`src/hw/rtl/chunk_frame_reassembler_core_macros.svh`:
```
// Assertion macros shared by the chunk frame reassembler RTL.
`ifndef CHUNK_FRAME_REASSEMBLER_CORE_MACROS_SVH
`define CHUNK_FRAME_REASSEMBLER_CORE_MACROS_SVH

`ifndef SYNTH
`define CFR_ASSERT_IMP(label, clk, rst_n, ante, cons) \
  label: assert property (@(posedge clk) disable iff (!rst_n) (ante) |-> (cons)) \
    else $error("same-cycle check failed");
`define CFR_ASSERT_NXT(label, clk, rst_n, ante, cons) \
  label: assert property (@(posedge clk) disable iff (!rst_n) (ante) |=> (cons)) \
    else $error("next-cycle check failed");
`else
`define CFR_ASSERT_IMP(label, clk, rst_n, ante, cons)
`define CFR_ASSERT_NXT(label, clk, rst_n, ante, cons)
`endif

`endif

```
`src/hw/rtl/cfr_pkg.sv`:
```
// Types, codes and constants of the chunk frame reassembler.
package cfr_pkg;

  localparam int FRAME_BYTES_DEF = 512;
  localparam int RIDX_W          = 9;
  localparam int FLEN_W          = 10;

  localparam logic [1:0] REQ_HEADER = 2'd0;
  localparam logic [1:0] REQ_BYTE   = 2'd1;
  localparam logic [1:0] REQ_READ   = 2'd2;

  localparam logic [2:0] ST_ACCEPT   = 3'd0;
  localparam logic [2:0] ST_IGNORE   = 3'd1;
  localparam logic [2:0] ST_ORDER    = 3'd2;
  localparam logic [2:0] ST_OVERFLOW = 3'd3;
  localparam logic [2:0] ST_DONE     = 3'd4;
  localparam logic [2:0] ST_READ     = 3'd5;

  typedef struct packed {
    logic [1:0]        req_type;
    logic [7:0]        chunk_seq;
    logic [7:0]        chunk_index;
    logic [7:0]        chunk_total;
    logic [7:0]        chunk_bytes;
    logic [7:0]        payload_byte;
    logic [RIDX_W-1:0] read_index;
  } in_item_t;

  typedef struct packed {
    logic [2:0]        status;
    logic              frame_done;
    logic [FLEN_W-1:0] frame_length;
    logic [7:0]        read_data;
  } out_item_t;

  typedef enum logic [1:0] {
    S_IDLE = 2'b01,
    S_READ = 2'b10
  } ctl_state_t;

  typedef struct packed {
    logic take;
    logic load_rd;
  } cfr_cmd_t;

  typedef struct packed {
    logic is_read;
  } cfr_sts_t;

endpackage

```
`src/hw/rtl/cfr_in_if.sv`:
```
// Input word channel of the chunk frame reassembler.
interface cfr_in_if;
  import cfr_pkg::*;

  logic     valid;
  logic     ready;
  in_item_t data;

  modport source (output valid, output data, input ready);
  modport sink (input valid, input data, output ready);
endinterface

```
`src/hw/rtl/cfr_out_if.sv`:
```
// Result word channel of the chunk frame reassembler.
interface cfr_out_if;
  import cfr_pkg::*;

  logic      valid;
  logic      ready;
  out_item_t data;

  modport source (output valid, output data, input ready);
  modport sink (input valid, input data, output ready);
endinterface

```
`src/hw/rtl/cfr_ctrl.sv`:
```
// Controller: handshake state machine and result-valid register.
`include "chunk_frame_reassembler_core_macros.svh"

module cfr_ctrl (
  input  logic              clk,
  input  logic              rst_n,
  input  logic              in_valid,
  input  logic              out_ready,
  input  cfr_pkg::cfr_sts_t sts,
  output logic              in_ready,
  output logic              out_valid,
  output cfr_pkg::cfr_cmd_t cmd
);
  import cfr_pkg::*;

  ctl_state_t state_r, state_nxt;
  logic       out_valid_r, out_valid_nxt;
  logic       take;

  assign in_ready    = (state_r == S_IDLE) && (!out_valid_r || out_ready);
  assign take        = in_valid && in_ready;
  assign cmd.take    = take;
  assign cmd.load_rd = (state_r == S_READ);
  assign out_valid   = out_valid_r;

  always_comb begin
    state_nxt = state_r;
    unique case (state_r)
      S_IDLE: begin
        if (take && sts.is_read) begin
          state_nxt = S_READ;
        end
      end
      S_READ: begin
        state_nxt = S_IDLE;
      end
      default: begin
        state_nxt = S_IDLE;
      end
    endcase
  end

  always_comb begin
    out_valid_nxt = out_valid_r;
    if ((take && !sts.is_read) || (state_r == S_READ)) begin
      out_valid_nxt = 1'b1;
    end else if (out_ready) begin
      out_valid_nxt = 1'b0;
    end
  end

  always_ff @(posedge clk) begin
    if (!rst_n) begin
      state_r     <= S_IDLE;
      out_valid_r <= 1'b0;
    end else begin
      state_r     <= state_nxt;
      out_valid_r <= out_valid_nxt;
    end
  end

  `CFR_ASSERT_NXT(a_read_waits, clk, rst_n, take && sts.is_read, state_r == S_READ)
  `CFR_ASSERT_IMP(a_read_slot_free, clk, rst_n, state_r == S_READ, !out_valid_r)
  `CFR_ASSERT_NXT(a_read_delivers, clk, rst_n, state_r == S_READ, out_valid_r)

endmodule

```
`src/hw/rtl/cfr_dpath.sv`:
```
// Datapath: frame state registers, frame store and result register.
`include "chunk_frame_reassembler_core_macros.svh"

module cfr_dpath #(
  parameter int FRAME_BYTES = cfr_pkg::FRAME_BYTES_DEF
) (
  input  logic               clk,
  input  logic               rst_n,
  input  cfr_pkg::in_item_t  in_data,
  input  cfr_pkg::cfr_cmd_t  cmd,
  output cfr_pkg::cfr_sts_t  sts,
  output cfr_pkg::out_item_t out_data
);
  import cfr_pkg::*;

  localparam int LEN_W  = $clog2(FRAME_BYTES + 1);
  localparam int ADDR_W = $clog2(FRAME_BYTES);
  localparam int SUM_W  = ((LEN_W > 8) ? LEN_W : 8) + 1;
  localparam int RCMP_W = ((LEN_W > RIDX_W) ? LEN_W : RIDX_W) + 1;

  logic             assembling_r, assembling_nxt;
  logic [7:0]       open_seq_r, open_seq_nxt;
  logic [7:0]       open_total_r, open_total_nxt;
  logic [7:0]       exp_idx_r, exp_idx_nxt;
  logic [LEN_W-1:0] filled_r, filled_nxt;
  logic [7:0]       left_r, left_nxt;
  logic             chunk_open_r, chunk_open_nxt;
  logic [LEN_W-1:0] done_len_r, done_len_nxt;

  logic [7:0]       mem [FRAME_BYTES];
  logic [7:0]       rd_data_r;
  logic             rd_inrange_r;
  out_item_t        out_r;

  logic             is_read;
  logic             new_frame;
  logic [LEN_W-1:0] eff_filled;
  logic [7:0]       eff_exp;
  logic [7:0]       eff_total;
  logic [SUM_W-1:0] hdr_sum;
  logic [7:0]       hdr_exp_inc;
  logic [7:0]       byte_exp_inc;
  logic [7:0]       left_dec;
  logic [LEN_W-1:0] filled_inc;
  logic [2:0]       status_c;
  logic             wr_en;
  logic [ADDR_W-1:0] wr_addr;
  logic [ADDR_W-1:0] rd_addr;
  logic             rd_inrange;

  assign is_read     = (in_data.req_type == REQ_READ);
  assign sts.is_read = is_read;

  assign new_frame    = (in_data.chunk_index == 8'd0);
  assign eff_filled   = new_frame ? '0 : filled_r;
  assign eff_exp      = new_frame ? 8'd0 : exp_idx_r;
  assign eff_total    = new_frame ? in_data.chunk_total : open_total_r;
  assign hdr_sum      = SUM_W'(eff_filled) + SUM_W'(in_data.chunk_bytes);
  assign hdr_exp_inc  = eff_exp + 8'd1;
  assign byte_exp_inc = exp_idx_r + 8'd1;
  assign left_dec     = left_r - 8'd1;
  assign filled_inc   = filled_r + LEN_W'(1);
  assign wr_addr      = filled_r[ADDR_W-1:0];
  assign rd_addr      = ADDR_W'(in_data.read_index);
  assign rd_inrange   = RCMP_W'(in_data.read_index) < RCMP_W'(FRAME_BYTES);

  always_comb begin
    assembling_nxt = assembling_r;
    open_seq_nxt   = open_seq_r;
    open_total_nxt = open_total_r;
    exp_idx_nxt    = exp_idx_r;
    filled_nxt     = filled_r;
    left_nxt       = left_r;
    chunk_open_nxt = chunk_open_r;
    done_len_nxt   = done_len_r;
    status_c       = ST_IGNORE;
    wr_en          = 1'b0;
    if (cmd.take) begin
      case (in_data.req_type)
        REQ_HEADER: begin
          if (in_data.chunk_total == 8'd0) begin
            status_c = ST_IGNORE;
          end else if (!new_frame && !assembling_r) begin
            status_c = ST_IGNORE;
          end else if (!new_frame && (chunk_open_r ||
                       (in_data.chunk_seq != open_seq_r) ||
                       (in_data.chunk_index != exp_idx_r) ||
                       (in_data.chunk_total != open_total_r))) begin
            status_c       = ST_ORDER;
            assembling_nxt = 1'b0;
            chunk_open_nxt = 1'b0;
            left_nxt       = 8'd0;
          end else begin
            if (new_frame) begin
              assembling_nxt = 1'b1;
              open_seq_nxt   = in_data.chunk_seq;
              open_total_nxt = in_data.chunk_total;
              exp_idx_nxt    = 8'd0;
              filled_nxt     = '0;
              chunk_open_nxt = 1'b0;
              left_nxt       = 8'd0;
            end
            if (hdr_sum > SUM_W'(FRAME_BYTES)) begin
              assembling_nxt = 1'b0;
              status_c       = ST_OVERFLOW;
            end else if (in_data.chunk_bytes == 8'd0) begin
              exp_idx_nxt    = hdr_exp_inc;
              chunk_open_nxt = 1'b0;
              left_nxt       = 8'd0;
              if (hdr_exp_inc >= eff_total) begin
                done_len_nxt   = eff_filled;
                assembling_nxt = 1'b0;
                status_c       = ST_DONE;
              end else begin
                status_c = ST_ACCEPT;
              end
            end else begin
              chunk_open_nxt = 1'b1;
              left_nxt       = in_data.chunk_bytes;
              status_c       = ST_ACCEPT;
            end
          end
        end
        REQ_BYTE: begin
          if (!assembling_r || !chunk_open_r || (left_r == 8'd0)) begin
            status_c = ST_IGNORE;
          end else begin
            wr_en      = (filled_r < LEN_W'(FRAME_BYTES));
            filled_nxt = filled_inc;
            left_nxt   = left_dec;
            status_c   = ST_ACCEPT;
            if (left_dec == 8'd0) begin
              chunk_open_nxt = 1'b0;
              exp_idx_nxt    = byte_exp_inc;
              if (byte_exp_inc >= open_total_r) begin
                done_len_nxt   = filled_inc;
                assembling_nxt = 1'b0;
                status_c       = ST_DONE;
              end
            end
          end
        end
        REQ_READ: begin
          status_c = ST_READ;
        end
        default: begin
          status_c = ST_IGNORE;
        end
      endcase
    end
  end

  always_ff @(posedge clk) begin
    if (!rst_n) begin
      assembling_r <= 1'b0;
      open_seq_r   <= 8'd0;
      open_total_r <= 8'd0;
      exp_idx_r    <= 8'd0;
      filled_r     <= '0;
      left_r       <= 8'd0;
      chunk_open_r <= 1'b0;
      done_len_r   <= '0;
    end else begin
      assembling_r <= assembling_nxt;
      open_seq_r   <= open_seq_nxt;
      open_total_r <= open_total_nxt;
      exp_idx_r    <= exp_idx_nxt;
      filled_r     <= filled_nxt;
      left_r       <= left_nxt;
      chunk_open_r <= chunk_open_nxt;
      done_len_r   <= done_len_nxt;
    end
  end

  always_ff @(posedge clk) begin
    if (wr_en) begin
      mem[wr_addr] <= in_data.payload_byte;
    end
    if (cmd.take && is_read) begin
      rd_data_r    <= mem[rd_addr];
      rd_inrange_r <= rd_inrange;
    end
  end

  always_ff @(posedge clk) begin
    if (cmd.load_rd) begin
      out_r.status       <= ST_READ;
      out_r.frame_done   <= 1'b0;
      out_r.frame_length <= FLEN_W'(done_len_r);
      out_r.read_data    <= rd_inrange_r ? rd_data_r : 8'd0;
    end else if (cmd.take && !is_read) begin
      out_r.status       <= status_c;
      out_r.frame_done   <= (status_c == ST_DONE);
      out_r.frame_length <= FLEN_W'(done_len_nxt);
      out_r.read_data    <= 8'd0;
    end
  end

  assign out_data = out_r;

  `CFR_ASSERT_IMP(a_chunk_in_frame, clk, rst_n, chunk_open_r, assembling_r)
  `CFR_ASSERT_IMP(a_chunk_has_bytes, clk, rst_n, chunk_open_r, left_r != 8'd0)
  `CFR_ASSERT_IMP(a_fill_bound, clk, rst_n, 1'b1, filled_r <= LEN_W'(FRAME_BYTES))

endmodule

```
`src/hw/rtl/chunk_frame_reassembler_core.sv`:
```
// Top level of the chunk frame reassembler: controller plus datapath.
//
//  Channel  Dir  Handshake       Word
//  in_ch    in   valid / ready   header, payload byte or read request
//  out_ch   out  valid / ready   status, done flag, frame length, read byte
//
// Header and payload results are loaded into the output register; a new word is
// taken while the previous result waits there, as long as that register drains.
// Read results pass the frame store's registered read port; in_ch stalls meanwhile.
// Reset is synchronous and active low; it clears the frame state, not the store.
// A stalled out_ch holds its word and stops in_ch once the output register is full.
module chunk_frame_reassembler_core #(
  parameter int FRAME_BYTES = cfr_pkg::FRAME_BYTES_DEF
) (
  input logic     clk,
  input logic     rst_n,
  cfr_in_if.sink  in_ch,
  cfr_out_if.source out_ch
);
  import cfr_pkg::*;

  cfr_cmd_t  cmd;
  cfr_sts_t  sts;
  out_item_t out_data;

  cfr_ctrl u_ctrl (
    .clk       (clk),
    .rst_n     (rst_n),
    .in_valid  (in_ch.valid),
    .out_ready (out_ch.ready),
    .sts       (sts),
    .in_ready  (in_ch.ready),
    .out_valid (out_ch.valid),
    .cmd       (cmd)
  );

  cfr_dpath #(
    .FRAME_BYTES (FRAME_BYTES)
  ) u_dpath (
    .clk      (clk),
    .rst_n    (rst_n),
    .in_data  (in_ch.data),
    .cmd      (cmd),
    .sts      (sts),
    .out_data (out_data)
  );

  assign out_ch.data = out_data;

endmodule

```
`src/flat_wrapper.sv`:
```
// flat-port wrapper written by rule: the top's interface ports become plain ports
module chunk_frame_reassembler_core_flat import cfr_pkg::*;
#(
  parameter int FRAME_BYTES = cfr_pkg::FRAME_BYTES_DEF
)
  (clk, rst_n, in_ch_valid, in_ch_data, in_ch_ready, out_ch_valid, out_ch_data, out_ch_ready);
  cfr_in_if in_ch_i ();
  cfr_out_if out_ch_i ();
  input logic clk;
  input logic rst_n;
  input wire logic [$bits(in_ch_i.valid)-1:0] in_ch_valid;
  input wire logic [$bits(in_ch_i.data)-1:0] in_ch_data;
  output wire logic [$bits(in_ch_i.ready)-1:0] in_ch_ready;
  output wire logic [$bits(out_ch_i.valid)-1:0] out_ch_valid;
  output wire logic [$bits(out_ch_i.data)-1:0] out_ch_data;
  input wire logic [$bits(out_ch_i.ready)-1:0] out_ch_ready;
  assign in_ch_i.valid = in_ch_valid;
  assign in_ch_i.data = in_ch_data;
  assign in_ch_ready = in_ch_i.ready;
  assign out_ch_valid = out_ch_i.valid;
  assign out_ch_data = out_ch_i.data;
  assign out_ch_i.ready = out_ch_ready;
  chunk_frame_reassembler_core #(.FRAME_BYTES(FRAME_BYTES)) u_core (.clk(clk), .rst_n(rst_n), .in_ch(in_ch_i), .out_ch(out_ch_i));
endmodule
```
`config.mk`:
```
export PLATFORM = sky130hd
export DESIGN_NAME = chunk_frame_reassembler_core_flat
export DESIGN_NICKNAME = d
export VERILOG_FILES = /design/src/hw/rtl/cfr_pkg.sv /design/src/hw/rtl/cfr_in_if.sv /design/src/hw/rtl/cfr_out_if.sv /design/src/hw/rtl/cfr_ctrl.sv /design/src/hw/rtl/cfr_dpath.sv /design/src/hw/rtl/chunk_frame_reassembler_core.sv /design/src/flat_wrapper.sv
export VERILOG_INCLUDE_DIRS = /design/src /design/src/hw/rtl
export SDC_FILE = /design/constraint.sdc
export NUM_CORES = 2
export LEC_CHECK = 0
export BUFFER_PORTS_ARGS = -buffer_cell sky130_fd_sc_hd__clkbuf_2
export CORE_AREA = 2 2 663 500
export CTS_CLUSTER_SIZE = 12
export DETAILED_ROUTE_END_ITERATION = 12
export DIE_AREA = 0 0 665 502
export HOLD_SLACK_MARGIN = 0.08
export PLACE_DENSITY_LB_ADDON = 0.05
export SLEW_MARGIN = 20
export SYNTH_ARGS = -nofsm -noshare
export SYNTH_HDL_FRONTEND = slang
export SYNTH_SLANG_ARGS = --single-unit
export TNS_END_PERCENT = 10
```
`constraint.sdc`:
```
create_clock -name clk -period 7.4 [get_ports clk]
set_input_delay 1.48 -clock clk [delete_from_list [all_inputs] [get_ports clk]]
set_output_delay 1.48 -clock clk [all_outputs]
set_load 0.02 [all_outputs]
```
Yosys cells after proc, flatten, opt, wreduce, memory -nomap -nowiden
Memory sizes are Yosys's and may differ from the RTL's. A register that Yosys moved wholly into a read port is not among the register bits. Index checks and enable logic that the tools add are counted.

Bits of input ports: 55. Bits in writable memories: 4096. Output and inout port bits: 24. Logic and storage cells: 152. Bits in registers: 79. Memories kept: 1.

Memory list: u_core.u_dpath.mem (depth 512, width 8, rd ports 1, clocked after Yosys merged registers in 1, wr ports 1, RTL line cfr_dpath.sv:30) `logic [7:0] mem [FRAME_BYTES];`.

Equal/unequal tests: 15. Reduce and logical (&&, ||, !) cells: 35. Magnitude comparators: 4. $add $sub $neg: 5. Bitwise operators: 3. Mux-type cells: 75.

Operators by type and width (count): two-way mux 10 bit (15); two-way mux 8 bit (16); zero test 8 bit (5); one-hot mux 10 bit (2 select lines) (2); two-way mux 18 bit (2); one-hot mux 8 bit (2 select lines) (2); two-way mux 3 bit (10); two-way mux 1 bit (25); != test 8 bit (3); AND reduction 7 bit (3); AND reduction 6 bit (3); adder 8 x 1 -> 8 bit (second input constant) (2); greater-or-equal comparator 8 bit (2); != test 2 bit (second input constant) (6); adder 10 x 8 -> 11 bit (1); > comparator 11 x 10 -> 1 bit (second input constant) (1); adder 10 x 1 -> 10 bit (second input constant) (1); less-than comparator 10 bit (second input constant) (1); one-hot mux 3 bit (3 select lines) (1); subtractor 8 x 1 -> 8 bit (second input constant) (1); logical OR 1 bit (7); logical AND 1 bit (6); nonzero test 2 bit (3); zero test 1 bit (5); 9 further kinds (14).

Logic depth before layout (Yosys ltp)
Depth after elaboration: 14. Depth in mapped cells: 19. Mapped depth without buffers: 17.

Hierarchy
A second synthesis with hierarchy kept.

Cells, all modules: 7278. Area total of the unflattened synthesis: 163900.9 um^2.

Modules (own cells, without submodules): cfr_dpath (cells each 7264, area each 163754.6 um^2, instances 1, seq. area each 124939.8 um^2); cfr_ctrl (cells each 14, area each 146.4 um^2, instances 1, seq. area each 60.1 um^2).

Least setup slack after synthesis
Ideal clock, no wire load.

Path kind: input to register. From: in in_ch_data[33]. To: reg u_core.u_dpath.out_r, in the netlist u_core.u_dpath.out_data[11] (data pin). Setup slack: 1489 ps. Library setup time: 264 ps. Data arrival time: 5647 ps. Data required time: 7136 ps. Buffers on the path: 2. Stages: 15. Cell sequence: or4_1 nor2_1 clkbuf_1 buf_1 nor2_1 ha_1 ha_1 a221oi_1 nor2b_1 o22ai_1 nor3_1 or4_1 o31a_1 o31a_1 a221o_1.

Longest elaborated chain between the ends: 14. Elaborated cells on any way between the ends: 24. Those cells by class: 2 x add/sub; 2 x order compare; 1 x eq/ne; 13 x mux; 6 x reduce/logical.

RTL lines: start, declared (RTL line flat_wrapper.sv:12) `input wire logic [$bits(in_ch_i.data)-1:0] in_ch_data;`; zero test 8 bit (RTL line cfr_dpath.sv:54) `assign new_frame = (in_data.chunk_index == 8'd0);`; two-way mux 8 bit (RTL line cfr_dpath.sv:56) `assign eff_exp = new_frame ? 8'd0 : exp_idx_r;`; adder 8 x 1 -> 8 bit (RTL line cfr_dpath.sv:59) `assign hdr_exp_inc = eff_exp + 8'd1;`; greater-or-equal comparator 8 bit (RTL line cfr_dpath.sv:110) `if (hdr_exp_inc >= eff_total) begin`; two-way mux 10 bit (RTL line cfr_dpath.sv:110); two-way mux 10 bit (RTL line cfr_dpath.sv:106) `end else if (in_data.chunk_bytes == 8'd0) begin`; two-way mux 10 bit (RTL line cfr_dpath.sv:103) `if (hdr_sum > SUM_W'(FRAME_BYTES)) begin`; two-way mux 10 bit (RTL line cfr_dpath.sv:85) `end else if (!new_frame && (chunk_open_r ||`; two-way mux 10 bit * (RTL line cfr_dpath.sv:83) `end else if (!new_frame && !assembling_r) begin`; two-way mux 10 bit * (RTL line cfr_dpath.sv:81) `if (in_data.chunk_total == 8'd0) begin`; one-hot mux 10 bit (2 select lines) * (RTL line cfr_dpath.sv:79) `case (in_data.req_type)`; two-way mux 10 bit * (RTL line cfr_dpath.sv:78) `if (cmd.take) begin`; two-way mux 18 bit * (RTL line cfr_dpath.sv:191) `end else if (cmd.take && !is_read) begin`; two-way mux 18 bit * (RTL line cfr_dpath.sv:186) `if (cmd.load_rd) begin`; end, declared (RTL line cfr_dpath.sv:33) `out_item_t out_r;`.

Mark *: on every way between the ends. The rest lies on a longest branch, timed or not. The select of a mux whose other input is x is not followed. A chain may end at the register's enable or synchronous reset.

Worst setup path after layout
From: in in_ch_data[33]. To: reg u_core.u_dpath.done_len_r[4].

Longest elaborated chain between the ends: 12. Elaborated cells on any way between the ends: 22. Those cells by class: 2 x add/sub; 2 x order compare; 1 x eq/ne; 11 x mux; 6 x reduce/logical.

RTL lines: zero test 8 bit (RTL line cfr_dpath.sv:54); two-way mux 8 bit (RTL line cfr_dpath.sv:56); adder 8 x 1 -> 8 bit (RTL line cfr_dpath.sv:59); greater-or-equal comparator 8 bit (RTL line cfr_dpath.sv:110); two-way mux 10 bit (RTL line cfr_dpath.sv:110); two-way mux 10 bit (RTL line cfr_dpath.sv:106); two-way mux 10 bit (RTL line cfr_dpath.sv:103); two-way mux 10 bit (RTL line cfr_dpath.sv:85); two-way mux 10 bit * (RTL line cfr_dpath.sv:83); two-way mux 10 bit * (RTL line cfr_dpath.sv:81); one-hot mux 10 bit (2 select lines) * (RTL line cfr_dpath.sv:79); two-way mux 10 bit * (RTL line cfr_dpath.sv:78); end signal, assigned (RTL line cfr_dpath.sv:171) `done_len_r <= done_len_nxt;`; end, declared (RTL line cfr_dpath.sv:28) `logic [LEN_W-1:0] done_len_r, done_len_nxt;`.

Mark *: on every way between the ends. The rest lies on a longest branch, timed or not.

==> flow_summary_export.csv <==
group,metric,value,unit
route,drt-total-wl,417000,µm
grt,grt.overflow.total,0,
critical_path,startpoint_type,"input port",
floorplanning,design.core.area,0.327,mm²
sta,timing.setup.tns,0,ns
sta,setup_viol_count_final,0,
critical_path,worst_endpoint_required_time,8.21,ns
sta,timing.final.crit_period,5.47,ns
grt,grt_pass1_wl,588000,µm
synthesis,yosysWarnings,0,
grt,use_met1,39.4,%
synthesis,synthDominantAreaCellType,"sky130_fd_sc_hd__edfxtp_1",
job,maxCapViolCount,0,
synthesis,avg_inst_size_synth,22.9,µm²
grt,global_route.usage.total,24.9,%
synthesis,ys.flop_type,"sky130_fd_sc_hd__edfxtp_1",
synthesis,synth.cell_area,0.163,mm²
placement,detailedPlacementHpwl,248000,µm
route,detailedRoute.firstIterationViolations,10078,
sta,finClkSkew,0.0321,ns
synthesis,ys_seq_elements,4183,
route,vias,76036,
grt,grt.met3_usage,4.29,%
power,p_per_area,260,mW/mm²
clock_tree,cts.path.max_buffers,4,
sta,rsz0062_at_grt,"no",
clock_tree,cts_hold_buf,0,
synthesis,yosys.cell_types.count,68,
grt,grt_pass1_vias,75797,
clock_tree,maximum_level_of_the_cts_h_tree,5,
synthesis,synth_top_area_share,75.8,%
synthesis,synth_enable_flop_cells,4122,
layout,postLayoutCellArea,0.181,mm²
clock_tree,worst_skew_pair.late_latency,0.92,ns
clock_tree,cts_sinks,4183,
floorplanning,floorplan.initialDensity,49.9,%
route,detail_route_antenna_nets,0,
synthesis,syn_inst,7137,
floorplanning,floorplan.die.width,665,µm
grt,largest_net_degree_at_the_start_of_global_routing,210,
synthesis,ys_top_cells_by_area,"sky130_fd_sc_hd__edfxtp_1 (76%), sky130_fd_sc_hd__mux4_2 (19%), sky130_fd_sc_hd__nor2_1 (1.4%), sky130_fd_sc_hd__dfxtp_1 (0.75%), sky130_fd_sc_hd__clkbuf_1 (0.68%)",
clock_tree,post-cts-setup-buffer-count,0,
route,drc_errors,0,
status,outcome,"finished, final reports clean",
grt,top_usage_layer,"met1",
critical_path,crit_path_cell_trace,"clkbuf_2 > or4_1 > nor2_2 > buf_4 > nor2_1 > ha_1 > ha_1 > a221oi_1 > a21oi_1 > o22ai_1 > nor3_1 > or4_1 > o31a_1 > nor4b_2 > nand2_1 > a21oi_1",
sta,worst_relative_slew_slack,16.2,%
layout,area_growth,11.0,%
placement,detailed_place.area,0.170,mm²
clock_tree,worst_setup_hold_path_clk_slew,0.06,ns
clock_tree,tritoncts,"yes",
sta,drv_slew,0,
critical_path,timing.critical_path.slowest_stage_cell,"sky130_fd_sc_hd__or4_1",
floorplanning,die_h,502,µm
route,detailedRoute.firstPassIterationCount,6,
sta,period_share,73.9,%
layout,fillers,24112,
sta,clock.fmax,0.183,GHz
layout,drive_gt1_share,28.0,%
critical_path,endpoint_kind,"flop",
power,peakVddDrop,185,µV
critical_path,worst_setup_path_type,"input port to flop",
clock_tree,clock_tree.root_cell,"sky130_fd_sc_hd__clkbuf_16",
floorplanning,floorplan.io_pins,79,
clock_tree,post_cts_resized,0,
layout,finish.net_count,7459,
clock_tree,cts_made_buffers,415,
critical_path,max_stage_delay,0.62,ns
placement,finalWeightedCongestion,0.830,
synthesis,synth_async_sr_flop_share,0,%
worst_hold_path,hold_path_class,"flop to flop",
route,route.detailed.wl_per_inst,35.0,µm
grt,grt_util_met2,37.1,%
placement,port_buffers,78,
critical_path,crit_path_max_fanout,32,
power,leakage_power_figure,0.0551,µW
critical_path,cp_data_arrival_time,6.28,ns
synthesis,ys_seq_area_share,76.5,%
sta,max_slew.worst_pin.slew,1.26,ns
synthesis,synth.net_count,7222,
route,via_per_inst,6.38,
floorplanning,die_area,0.334,mm²
grt,antenna_found_initial,44,
sta,hold_viol_final,0,
floorplanning,row_count,182,
[layout make-up]
cell class | instances | area [µm²] | share of cell area [%]
Antenna cell | 5 | 12.5 | 0.00690
Clock buffer | 528 | 10900 | 6.03
Clock inverter | 97 | 608 | 0.335
Inverter | 29 | 109 | 0.0600
Multi-Input combinational cell | 2497 | 36700 | 20.3
Sequential cell | 4183 | 125000 | 68.9
Tap cell | 4324 | 5410 | 2.98
Timing Repair Buffer | 248 | 2510 | 1.39
[Yosys cell counts (all sizes together), types with 20 or more instances]
cell type / number
edfxtp: 4122
mux4: 1360
nor2: 594
clkbuf: 298
buf: 130
nand2: 100
dfxtp: 61
a21oi: 52
ha: 30
and2: 29
inv: 28
nand3: 27
xor2: 25
o21ai: 24
xnor2: 23
mux2i: 22
nor3: 20
[cell usage in the layout, fill, tap and decap left out, types with 10 or more instances in the layout]
cell	n
sky130_fd_sc_hd__buf_12	58
sky130_fd_sc_hd__inv_1	28
sky130_fd_sc_hd__clkinv_1	59
sky130_fd_sc_hd__o21ai_0	20
sky130_fd_sc_hd__xor2_1	24
sky130_fd_sc_hd__or4_1	10
sky130_fd_sc_hd__nand3_1	27
sky130_fd_sc_hd__clkbuf_16	419
sky130_fd_sc_hd__dfxtp_1	61
sky130_fd_sc_hd__mux2i_1	22
sky130_fd_sc_hd__clkinv_2	19
sky130_fd_sc_hd__buf_4	114
sky130_fd_sc_hd__a211oi_1	11
sky130_fd_sc_hd__clkbuf_2	64
sky130_fd_sc_hd__clkbuf_1	106
sky130_fd_sc_hd__nand2_4	16
sky130_fd_sc_hd__nand4_1	10
sky130_fd_sc_hd__mux4_2	1360
sky130_fd_sc_hd__nor2_1	586
sky130_fd_sc_hd__xnor2_1	23
sky130_fd_sc_hd__nor3_1	18
sky130_fd_sc_hd__a21oi_1	51
sky130_fd_sc_hd__nand2b_1	14
sky130_fd_sc_hd__ha_1	30
sky130_fd_sc_hd__nand2_1	83
sky130_fd_sc_hd__and2_1	29
sky130_fd_sc_hd__edfxtp_1	4122
sky130_fd_sc_hd__buf_8	11
[sequential cells by signal, indices dropped and copies added (netlist names)]
name                         flops
u_core.u_dpath.open_seq_r        8
u_core.u_dpath.assembling_r      1
u_core.u_dpath.done_len_r       10
u_core.u_dpath.left_r            8
u_core.u_dpath.mem            4096
u_core.u_dpath.rd_data_r         8
u_core.u_dpath.open_total_r      8
u_core.u_dpath.filled_r         10
u_core.u_ctrl.out_valid          1
u_core.u_dpath.chunk_open_r      1
u_core.u_dpath.exp_idx_r         8
u_core.u_ctrl.state_r            2
u_core.u_dpath.out_data         22
[layer usage]
metal	up-vias	wire (µm)
li1	30627	-
met1	41831	186000
met2	3130	190000
met3	446	32900
met4	2	7370
met5	-	13
[path summary, 6_finish.rpt]
check	from	to	slack, ns	cells past startpoint
worst min register to register	u_core.u_dpath.out_data[18]$_SDFFE_PP0P_	u_core.u_dpath.out_data[18]$_SDFFE_PP0P_	0.45	2
worst max-delay path	in_ch_data[33]	u_core.u_dpath.done_len_r[4]$_SDFF_PN0_	1.93	16
worst min-delay path	u_core.u_dpath.out_data[18]$_SDFFE_PP0P_	u_core.u_dpath.out_data[18]$_SDFFE_PP0P_	0.45	2
worst max register to register	u_core.u_dpath.exp_idx_r[2]$_SDFFE_PN0P_	u_core.u_dpath.done_len_r[8]$_SDFF_PN0_	2.53	15
[logic make-up (layout without fill, tap and decap cells)]
| group | after synthesis | count (layout) | synth area share [%] |
|---|---|---|---|
| multiplexers | 1390 | 1390 | 18.9 |
| XOR/XNOR | 48 | 48 | 0.262 |
| AND/OR/NAND/NOR | 860 | 860 | 2.25 |
| adder cells (fa/ha/maj) | 30 | 30 | 0.230 |
| buffers and inverters | 457 | 902 | 1.08 |
| other | 0 | 5 | 0 |
| flip-flops | 4183 | 4183 | 76.5 |
| AO/OA/AOI/OAI | 169 | 169 | 0.694 |
[critical path, delay by kind of cell]
kind / cells / cell delay [ns]
simple gates: 7 / 2.34
fa+ha+maj: 2 / 0.58
compound gates: 5 / 1.41
buf+inv: 2 / 0.46
[power breakdown]
| group | switching (µW) | internal, µW | total [µW] |
|---|---|---|---|
| Sequential | 7.83 | 26000 | 26000 |
| Combinational | 1420 | 931 | 2350 |
| Clock | 8500 | 10300 | 18800 |
| Total | 9920 | 37300 | 47200 |
[metrics by stage]
step | hold WS [ns] | worst slack (ns) | std cells | total power, µW | utilization, %
2_1_floorplan | 0.440 | 1.49 | 7137 | 27800 | -
3_3_place_gp | 0.450 | 1.16 | 11281 | 28900 | 51.9
3_5_place_dp | 0.445 | 1.12 | 11281 | 28900 | 51.9
4_1_cts | 0.453 | 2.12 | 11906 | 47600 | 55.4
5_1_grt | 0.474 | 1.72 | 11907 | 48500 | 55.4
6_report | 0.454 | 1.93 | 11911 | 47200 | 55.4
No activity file was read; power rests on OpenSTA's default activity.
